**src/hw/rtl/sle_pkg.sv**
```systemverilog
// Shared constants, codes and controller/datapath interface types for the sorted list engine.
package sle_pkg;

    // Store geometry
    localparam int DEPTH   = 16;
    localparam int IDX_W   = $clog2(DEPTH);
    localparam int CNT_W   = $clog2(DEPTH + 1);
    localparam int VALUE_W = 32;
    localparam int OCC_W   = 5;

    // Operation codes carried by the kind field
    localparam logic [1:0] KIND_INSERT = 2'd0;
    localparam logic [1:0] KIND_REMOVE = 2'd1;
    localparam logic [1:0] KIND_LIST   = 2'd2;

    // Result status codes
    localparam logic [1:0] ST_OK        = 2'd0;
    localparam logic [1:0] ST_FULL      = 2'd1;
    localparam logic [1:0] ST_NOT_FOUND = 2'd2;
    localparam logic [1:0] ST_EMPTY     = 2'd3;

    // Controller to datapath commands
    typedef struct packed {
        logic take_in;     // latch the accepted transfer
        logic do_insert;   // run the insert and load its status result
        logic do_remove;   // run the remove and load its status result
        logic emit_empty;  // load the empty-list result
        logic start_list;  // rewind the readout index
        logic emit_entry;  // load the entry under the readout index
        logic inc_idx;     // step the readout index
    } t_cmd;

    // Datapath to controller status
    typedef struct packed {
        logic [1:0] kind;       // kind of the held item
        logic       count_zero; // store is empty
        logic       idx_last;   // readout index is on the last entry
    } t_stat;

endpackage

```
**src/hw/rtl/sorted_list_engine.sv**
```systemverilog
// Top level of the sorted list engine: controller and datapath.
//
//  channel | direction | handshake              | payload
//  --------+-----------+------------------------+----------------------------------------
//  in      | input     | i_in_valid / o_in_stall  | i_kind, i_value
//  out     | output    | o_out_valid / i_out_stall| o_out_value, o_occupancy, o_status, o_last
//
// An insert or remove is latched into the holding register, then compared against all
// cells in parallel to shift the chain; its status result appears in the output register.
// A list of N entries yields one result per cycle, paced by the output channel.
// Reset clears the fill count and handshake state; stored cells need no clearing pass.
// A stalled output holds its result while one more input transfer is buffered.
module sorted_list_engine (
    input  logic                               i_clk,
    input  logic                               i_rst_n,
    input  logic                               i_in_valid,
    output logic                               o_in_stall,
    input  logic [1:0]                         i_kind,
    input  logic signed [sle_pkg::VALUE_W-1:0] i_value,
    output logic                               o_out_valid,
    input  logic                               i_out_stall,
    output logic signed [sle_pkg::VALUE_W-1:0] o_out_value,
    output logic [sle_pkg::OCC_W-1:0]          o_occupancy,
    output logic [1:0]                         o_status,
    output logic                               o_last
);

    sle_pkg::t_cmd  cmd;
    sle_pkg::t_stat stat;

    // Sequencing and handshakes
    sle_ctrl u_ctrl (
        .i_clk       (i_clk),
        .i_rst_n     (i_rst_n),
        .i_in_valid  (i_in_valid),
        .o_in_stall  (o_in_stall),
        .o_out_valid (o_out_valid),
        .i_out_stall (i_out_stall),
        .i_stat      (stat),
        .o_cmd       (cmd)
    );

    // Ordered store and result register
    sle_datapath u_datapath (
        .i_clk       (i_clk),
        .i_rst_n     (i_rst_n),
        .i_cmd       (cmd),
        .i_kind      (i_kind),
        .i_value     (i_value),
        .o_stat      (stat),
        .o_out_value (o_out_value),
        .o_occupancy (o_occupancy),
        .o_status    (o_status),
        .o_last      (o_last)
    );

endmodule

```
**src/hw/rtl/sle_ctrl.sv**
```systemverilog
// Controller state machine: handshakes, item sequencing and list readout pacing.
module sle_ctrl (
    input  logic          i_clk,
    input  logic          i_rst_n,
    input  logic          i_in_valid,
    output logic          o_in_stall,
    output logic          o_out_valid,
    input  logic          i_out_stall,
    input  sle_pkg::t_stat i_stat,
    output sle_pkg::t_cmd  o_cmd
);

    typedef enum logic {
        S_IDLE,
        S_LIST
    } t_state;

    t_state r_state, n_state;
    logic   r_cmd_valid, n_cmd_valid;
    logic   r_out_valid, n_out_valid;

    logic out_free;
    logic in_take;
    logic consumed;
    logic emit;

    assign out_free = !r_out_valid || !i_out_stall;
    assign in_take  = i_in_valid && !r_cmd_valid;

    // Command decode
    always_comb begin
        o_cmd         = '0;
        o_cmd.take_in = in_take;
        consumed      = 1'b0;
        n_state       = r_state;
        unique case (r_state)
            S_IDLE: begin
                if (r_cmd_valid && out_free) begin
                    consumed = 1'b1;
                    unique case (i_stat.kind)
                        sle_pkg::KIND_INSERT: o_cmd.do_insert = 1'b1;
                        sle_pkg::KIND_REMOVE: o_cmd.do_remove = 1'b1;
                        sle_pkg::KIND_LIST: begin
                            if (i_stat.count_zero) begin
                                o_cmd.emit_empty = 1'b1;
                            end else begin
                                o_cmd.start_list = 1'b1;
                                n_state          = S_LIST;
                            end
                        end
                        default: ; // unused kind: dropped without a result
                    endcase
                end
            end
            S_LIST: begin
                if (out_free) begin
                    o_cmd.emit_entry = 1'b1;
                    if (i_stat.idx_last) begin
                        n_state = S_IDLE;
                    end else begin
                        o_cmd.inc_idx = 1'b1;
                    end
                end
            end
            default: n_state = S_IDLE;
        endcase
    end

    assign emit = o_cmd.do_insert || o_cmd.do_remove || o_cmd.emit_empty || o_cmd.emit_entry;

    // Holding slot and output slot occupancy
    always_comb begin
        n_cmd_valid = r_cmd_valid;
        if (in_take) begin
            n_cmd_valid = 1'b1;
        end else if (consumed) begin
            n_cmd_valid = 1'b0;
        end
        n_out_valid = r_out_valid;
        if (emit) begin
            n_out_valid = 1'b1;
        end else if (out_free) begin
            n_out_valid = 1'b0;
        end
    end

    // State and registered handshake outputs
    always_ff @(posedge i_clk) begin
        if (!i_rst_n) begin
            r_state     <= S_IDLE;
            r_cmd_valid <= 1'b0;
            r_out_valid <= 1'b0;
        end else begin
            r_state     <= n_state;
            r_cmd_valid <= n_cmd_valid;
            r_out_valid <= n_out_valid;
        end
    end

    assign o_in_stall  = r_cmd_valid;
    assign o_out_valid = r_out_valid;

    // The store must not change while a readout walks it
    a_no_update_in_list: assert property (@(posedge i_clk) disable iff (!i_rst_n)
        (r_state == S_LIST) |-> !(o_cmd.do_insert || o_cmd.do_remove))
        else $error("store update during list readout");

    // A waiting result is never overwritten
    a_no_overwrite: assert property (@(posedge i_clk) disable iff (!i_rst_n)
        (r_out_valid && i_out_stall) |-> !emit)
        else $error("result overwritten while stalled");

    // An accepted transfer lands in the holding slot
    a_take_held: assert property (@(posedge i_clk) disable iff (!i_rst_n)
        in_take |=> r_cmd_valid)
        else $error("accepted transfer lost");

endmodule

```
**src/hw/rtl/sle_datapath.sv**
```systemverilog
// Datapath: holding register, ordered cell chain with compare/shift, readout and result register.
module sle_datapath (
    input  logic                            i_clk,
    input  logic                            i_rst_n,
    input  sle_pkg::t_cmd                   i_cmd,
    input  logic [1:0]                      i_kind,
    input  logic signed [sle_pkg::VALUE_W-1:0] i_value,
    output sle_pkg::t_stat                  o_stat,
    output logic signed [sle_pkg::VALUE_W-1:0] o_out_value,
    output logic [sle_pkg::OCC_W-1:0]       o_occupancy,
    output logic [1:0]                      o_status,
    output logic                            o_last
);

    localparam int N = sle_pkg::DEPTH;
    localparam int W = sle_pkg::VALUE_W;
    localparam int CW = sle_pkg::CNT_W;
    localparam int IW = sle_pkg::IDX_W;

    // Held item
    logic [1:0]          r_kind;
    logic signed [W-1:0] r_value;

    // Cell chain and fill count
    logic signed [W-1:0] r_cells [N];
    logic signed [W-1:0] n_cells [N];
    logic [CW-1:0]       r_count, n_count;
    logic [IW-1:0]       r_idx;

    // Result register
    logic signed [W-1:0] r_out_value;
    logic [CW-1:0]       r_occ;
    logic [1:0]          r_status;
    logic                r_last;

    logic [N-1:0]        ins_mask, ins_prev, ge_mask, eq_mask;
    logic signed [W-1:0] prev_cell [N];
    logic signed [W-1:0] next_cell [N];
    logic                full, found, idx_last;
    logic [1:0]          op_status;

    assign full     = (r_count == CW'(N));
    assign found    = |eq_mask;
    assign idx_last = ((CW'(r_idx) + CW'(1)) == r_count);

    // Per-cell compares against the held value
    always_comb begin
        for (int i = 0; i < N; i++) begin
            ins_mask[i] = (CW'(i) >= r_count) || (r_cells[i] > r_value);
            ge_mask[i]  = (CW'(i) >= r_count) || (r_cells[i] >= r_value);
            eq_mask[i]  = (CW'(i) < r_count) && (r_cells[i] == r_value);
        end
        prev_cell[0] = r_value;
        ins_prev[0]  = 1'b0;
        for (int i = 1; i < N; i++) begin
            prev_cell[i] = r_cells[i-1];
            ins_prev[i]  = ins_mask[i-1];
        end
        for (int i = 0; i < N - 1; i++) begin
            next_cell[i] = r_cells[i+1];
        end
        next_cell[N-1] = r_cells[N-1];
    end

    // Shift network: open a slot for insert, close the gap for remove
    always_comb begin
        n_count   = r_count;
        op_status = sle_pkg::ST_OK;
        for (int i = 0; i < N; i++) begin
            n_cells[i] = r_cells[i];
        end
        if (i_cmd.do_insert) begin
            if (full) begin
                op_status = sle_pkg::ST_FULL;
            end else begin
                n_count = r_count + CW'(1);
                for (int i = 0; i < N; i++) begin
                    if (ins_mask[i]) begin
                        n_cells[i] = ins_prev[i] ? prev_cell[i] : r_value;
                    end
                end
            end
        end else if (i_cmd.do_remove) begin
            if (!found) begin
                op_status = sle_pkg::ST_NOT_FOUND;
            end else begin
                n_count = r_count - CW'(1);
                for (int i = 0; i < N; i++) begin
                    if (ge_mask[i]) begin
                        n_cells[i] = next_cell[i];
                    end
                end
            end
        end
    end

    // Control-side registers
    always_ff @(posedge i_clk) begin
        if (!i_rst_n) begin
            r_count <= '0;
            r_idx   <= '0;
        end else begin
            r_count <= n_count;
            if (i_cmd.start_list) begin
                r_idx <= '0;
            end else if (i_cmd.inc_idx) begin
                r_idx <= r_idx + IW'(1);
            end
        end
    end

    // Payload registers
    always_ff @(posedge i_clk) begin
        if (i_cmd.take_in) begin
            r_kind  <= i_kind;
            r_value <= i_value;
        end
        for (int i = 0; i < N; i++) begin
            r_cells[i] <= n_cells[i];
        end
        if (i_cmd.do_insert || i_cmd.do_remove) begin
            r_out_value <= '0;
            r_occ       <= n_count;
            r_status    <= op_status;
            r_last      <= 1'b1;
        end else if (i_cmd.emit_empty) begin
            r_out_value <= '0;
            r_occ       <= r_count;
            r_status    <= sle_pkg::ST_EMPTY;
            r_last      <= 1'b1;
        end else if (i_cmd.emit_entry) begin
            r_out_value <= r_cells[r_idx];
            r_occ       <= r_count;
            r_status    <= sle_pkg::ST_OK;
            r_last      <= idx_last;
        end
    end

    assign o_stat.kind       = r_kind;
    assign o_stat.count_zero = (r_count == '0);
    assign o_stat.idx_last   = idx_last;

    assign o_out_value = r_out_value;
    assign o_occupancy = sle_pkg::OCC_W'(r_occ);
    assign o_status    = r_status;
    assign o_last      = r_last;

    // Fill count never passes the store depth
    a_count_bound: assert property (@(posedge i_clk) disable iff (!i_rst_n)
        r_count <= CW'(N))
        else $error("fill count beyond depth");

    // A dropped insert leaves the count alone
    a_full_drop: assert property (@(posedge i_clk) disable iff (!i_rst_n)
        (i_cmd.do_insert && full) |=> $stable(r_count))
        else $error("count changed on dropped insert");

    // Readout only touches filled cells
    a_idx_in_range: assert property (@(posedge i_clk) disable iff (!i_rst_n)
        i_cmd.emit_entry |-> (CW'(r_idx) < r_count))
        else $error("readout index beyond fill count");

endmodule
```
**config.mk**
```make
export PLATFORM = sky130hd
export DESIGN_NAME = sorted_list_engine
export DESIGN_NICKNAME = d
export VERILOG_FILES = /design/src/hw/rtl/sle_pkg.sv /design/src/hw/rtl/sorted_list_engine.sv /design/src/hw/rtl/sle_ctrl.sv /design/src/hw/rtl/sle_datapath.sv
export SDC_FILE = /design/constraint.sdc
export NUM_CORES = 2
export LEC_CHECK = 0
export ABC_AREA = 1
export BUFFER_PORTS_ARGS = -buffer_cell sky130_fd_sc_hd__buf_4
export CAP_MARGIN = 10
export CELL_PAD_IN_SITES_DETAIL_PLACEMENT = 1
export CELL_PAD_IN_SITES_GLOBAL_PLACEMENT = 1
export CORE_MARGIN = 5
export CORE_UTILIZATION = 40
export CTS_CLUSTER_DIAMETER = 120
export DETAILED_ROUTE_END_ITERATION = 10
export GPL_TIMING_DRIVEN = 0
export PLACE_DENSITY_LB_ADDON = 0.1
export SETUP_SLACK_MARGIN = 0.02
export SYNTH_ARGS = -nofsm -noshare
export SYNTH_HDL_FRONTEND = slang
export SYNTH_SLANG_ARGS = --single-unit
```
**constraint.sdc**
```tcl
create_clock -name i_clk -period 8.39 [get_ports i_clk]
set_clock_uncertainty 0.2 [all_clocks]
set_input_delay 0.4195 -clock i_clk [delete_from_list [all_inputs] [get_ports i_clk]]
set_output_delay 0.4195 -clock i_clk [all_outputs]
set_load 0.01 [all_outputs]
```
==> results_dict.tcl <==
set metrics [dict create \
    final_wtd_congestion 0.9855 \
    critical_path_peak_fanout 32 \
    yosysWarningCount 0 \
    die_width_um 357.2 \
    slowest_stage "sky130_fd_sc_hd__clkbuf_2" \
    via_per_inst 5.622 \
    drt_first_pass_iters 6 \
    die_footprint_um2 127600 \
    layout-drive-gt1-share_pct 6.360 \
    cts_root_buf "sky130_fd_sc_hd__clkbuf_16" \
    total_routing_usage_gr_pct 32.62 \
    number_of_distinct_library_cells_after_synthesis 44 \
    route.vias.total 47550 \
    finalCritPeriodShare_pct 67.67 \
    run_status "complete, no violations" \
    hold_start "i_in_valid" \
    reg2reg_depth 16 \
    clkSlewWorstSetupHoldPaths_ns 0.06 \
    synthesis.area_per_instance_um2 7.335 \
    cap_viol_max_count 0 \
    syn-cell-area_um2 48210 \
    yosys_register_bits 598 \
    hold_class "input port to flop" \
    leakagePower_nw 25.02 \
    synth_edf_count 553 \
    maximum_buffer_depth_of_the_clock_tree 3 \
    core-area_um2 119800 \
    detail_route.wirelength_um 213100 \
    crit_path_cell_trace "clkinv_1 > clkbuf_2 > ha_1 > nand2_1 > nor2_1 > nand2_1 > nor2_1 > nand3_2 > nand4_1 > nor2_2 > nand2_4 > nand2_2 > nand2_4 > buf_6 > o21ai_2 > inv_2" \
    grt_max_degree 33 \
    timing_worst_setup_path_type "flop to flop" \
    postCtsSetupRepairBufs 0 \
    ys_async_sr_fraction_pct 0 \
    slowest_delay_ns 0.61 \
    buffer_ports.inserted 79 \
    pre_cts_slack_ns 2.764 \
    rsz0062_at_grt "false" \
    clock_sinks 598 \
    max_clock_freq_ghz 0.1761 \
    final-setup-viol-count 0 \
    numCtsBuffers 81 \
    r2r_end "u_datapath.r_cells[2][4]" \
    worst_pin_slew_ns 1.356 \
    grt_pass1_wl_um 310000 \
    critPathLaunchType "flop" \
    antenna_found_initial 9 \
    io-pin-count 80 \
    detail-route-antenna-nets 0 \
    timing.critical_path.from "u_datapath.r_value[15]" \
    routedWlPerCell_um 25.20 \
    drt_iter0_drcs 3497 \
    drc_errors 0 \
    worstHoldPathCells 3 \
    finalWorstPathRequiredPeriod_ns 5.678 \
    worstReg2RegStart "u_datapath.r_value[15]" \
    cellPowerDensity_nw_per_um2 150.8 \
    path_delay_family "simple AND/OR/NAND/NOR gates" \
    peak_supply_drop_uv 138.8 \
    report.final.slew_viol_count 0 \
    synth.top_cell.area_share_pct 34.44 \
    max_slew_margin_pct 9.589 \
    worst_ep_arrival_time_ns 5.76 \
    critPathBufInv 4 \
    syn_nets 7129 \
    hold_viol 0 \
    seq_area_frac_synth_pct 36.31 \
    dpl.hpwl_um 176900 \
    synthDominantAreaCellType "sky130_fd_sc_hd__edfxtp_1" \
    fin_tns_setup_ns 0 \
    global_route.overflow_total 0 \
    fillers 15270 \
    clock_latency_ns 0.68 \
    synth_ff_type "sky130_fd_sc_hd__edfxtp_1" \
    kind_of_end_point_of_the_critical_path "flop" \
    die_height_um 357.2 \
    tritoncts_clock_tree "done" \
    hold_end "u_datapath.r_kind[1]" \
    synth.area.top_cells "sky130_fd_sc_hd__edfxtp_1 (34%), sky130_fd_sc_hd__nand2_1 (16%), sky130_fd_sc_hd__ha_1 (13%), sky130_fd_sc_hd__nand3_1 (10%), sky130_fd_sc_hd__a21oi_1 (5.2%)" \
    final.hold.worst_slack_ns 0.04991 \
    critPathRequiredTime_ns 8.48 \
    first_global_vias 49010 \
    floorplan.rows 127 \
    reg2reg_slack_ns 2.71 \
    initial_core_util_pct 40.24 \
    synth_instances 6573 \
    final_critical_path_setup_slack_ns 2.712 \
    area.growth.synth_to_final_pct 11.83 \
    final_net_count 7336 \
    cts_htree_levels 3 \
]
==> cell families after synthesis <==
kind of cell,Yosys count,synth area share [%]
muxes,31,0.6436
DFF,598,36.31
AOI/OAI and AO/OA,1060,12.03
xor gates and xnor gates,7,0.1272
adders and majority gates,518,13.44
buffers and inverters,1024,8.445
and+or+nand+nor,3335,29.00
==> cells in the mapped netlist (10+ instances only) <==
cell                       count
sky130_fd_sc_hd__nand2_1    2037
sky130_fd_sc_hd__nand3_1     993
sky130_fd_sc_hd__inv_1       577
sky130_fd_sc_hd__edfxtp_1    553
sky130_fd_sc_hd__ha_1        518
sky130_fd_sc_hd__a21oi_1     499
sky130_fd_sc_hd__o21ai_0     363
sky130_fd_sc_hd__nor2_1      252
sky130_fd_sc_hd__clkbuf_1    222
sky130_fd_sc_hd__buf_2       116
sky130_fd_sc_hd__o221ai_1     64
sky130_fd_sc_hd__o211ai_1     51
sky130_fd_sc_hd__dfxtp_1      45
sky130_fd_sc_hd__clkinv_1     33
sky130_fd_sc_hd__buf_1        32
sky130_fd_sc_hd__o22ai_1      32
sky130_fd_sc_hd__mux2i_1      31
sky130_fd_sc_hd__o21ai_1      26
sky130_fd_sc_hd__inv_2        25
sky130_fd_sc_hd__buf_4        16
sky130_fd_sc_hd__nand3_2      11
sky130_fd_sc_hd__nor2_2       10
==> placed cells by master (no fill, tap or decap), types with 35 or more instances in the layout <==
cell type | netlist | routed
sky130_fd_sc_hd__inv_1 | 577 | 577
sky130_fd_sc_hd__o221ai_1 | 64 | 64
sky130_fd_sc_hd__nand2_1 | 2037 | 2037
sky130_fd_sc_hd__dfxtp_1 | 45 | 45
sky130_fd_sc_hd__ha_1 | 518 | 518
sky130_fd_sc_hd__o21ai_0 | 363 | 363
sky130_fd_sc_hd__a21oi_1 | 499 | 499
sky130_fd_sc_hd__buf_2 | 116 | 116
sky130_fd_sc_hd__clkinv_1 | 33 | 41
sky130_fd_sc_hd__nand3_1 | 993 | 993
sky130_fd_sc_hd__o211ai_1 | 51 | 51
sky130_fd_sc_hd__clkbuf_1 | 222 | 222
sky130_fd_sc_hd__edfxtp_1 | 553 | 553
sky130_fd_sc_hd__buf_4 | 16 | 95
sky130_fd_sc_hd__clkbuf_16 | 0 | 82
sky130_fd_sc_hd__dlygate4sd3_1 | 0 | 35
sky130_fd_sc_hd__nor2_1 | 252 | 250
==> stage by stage <==
stage	power (mW)	instances	cell area (um2)	util, %
2_1_floorplan	4.274	6573	48210	-
3_3_place_gp	4.736	8264	50820	42.42
3_5_place_dp	4.802	8274	51120	42.66
4_1_cts	8.160	8452	53900	44.99
5_1_grt	8.428	8454	53900	44.99
6_report	8.132	8458	53910	45.00
==> worst register-to-register path, delay by kind of cell (launching register included) <==
family / cells / cell delay [ns]
buf+inv: 4 / 1.77
simple gates: 10 / 2.26
flops: 1 / 0.32
fa+ha+maj: 1 / 0.56
compound gates: 1 / 0.12
==> sequential cells by signal (all words and copies together) (netlist names) <==
name                    flops
u_datapath.o_status         2
u_datapath.r_value         32
u_datapath.o_out_value     32
u_ctrl.r_state              1
u_datapath.r_count          5
u_ctrl.o_in_stall           1
u_datapath.r_idx            4
u_ctrl.o_out_valid          1
u_datapath.r_kind           2
u_datapath.r_cells        512
u_datapath.o_occupancy      5
u_datapath.o_last           1
==> per-layer routing <==
layer	track usage (%)	wire [um]	vias to the layer above	part of all wire, %
li1	-	-	22750	-
met4	14.27	10840	0	5.1
met2	56.85	102300	1392	48
met1	40.64	88950	22980	42
met5	0	0	-	0
met3	3.987	11050	426	5.2
==> what timing repair did <==
| action | 4_1_cts | 5_1_grt |
|---|---|---|
| endpoints found under the hold margin | 38 | 0 |
| gates resized for setup | 0 | 0 |
| hold buffers | 35 | 0 |
==> power breakdown <==
part,leakage (nW),total [mW],switching [mW],internal (mW)
registers,5.40,3.45,0.0871,3.36
clock network,1.19,3.36,1.49,1.88
logic,18.4,1.32,0.928,0.392
total,25.0,8.13,2.50,5.63
==> how the worst max path moves through the flow <==
stage               cells past startpoint                       end  slack [ns]
finish                                 16  u_datapath.r_cells[2][4]        2.71
global route                           16  u_datapath.r_cells[2][4]        2.53
CTS                                    16  u_datapath.r_cells[2][4]        2.71
detailed placement                     16  u_datapath.r_cells[4][5]        2.76
global placement                       17  u_datapath.r_cells[3][4]        0.91
floorplan                              15  u_datapath.r_cells[3][0]        3.84
==> cell type report <==
class / instances / area, um2 / area share (%)
antenna: 6 / 15.01 / 0.02785
buffer: 389 / 1724 / 3.198
clock buffer: 116 / 2230 / 4.136
clock inverter: 27 / 201.4 / 0.3736
inverter: 635 / 2384 / 4.421
multi-input combinational: 4951 / 26660 / 49.45
sequential: 598 / 17510 / 32.47
tap: 1612 / 2017 / 3.741
timing repair buffer: 124 / 1174 / 2.177
Power figures use the tool's default switching activity.
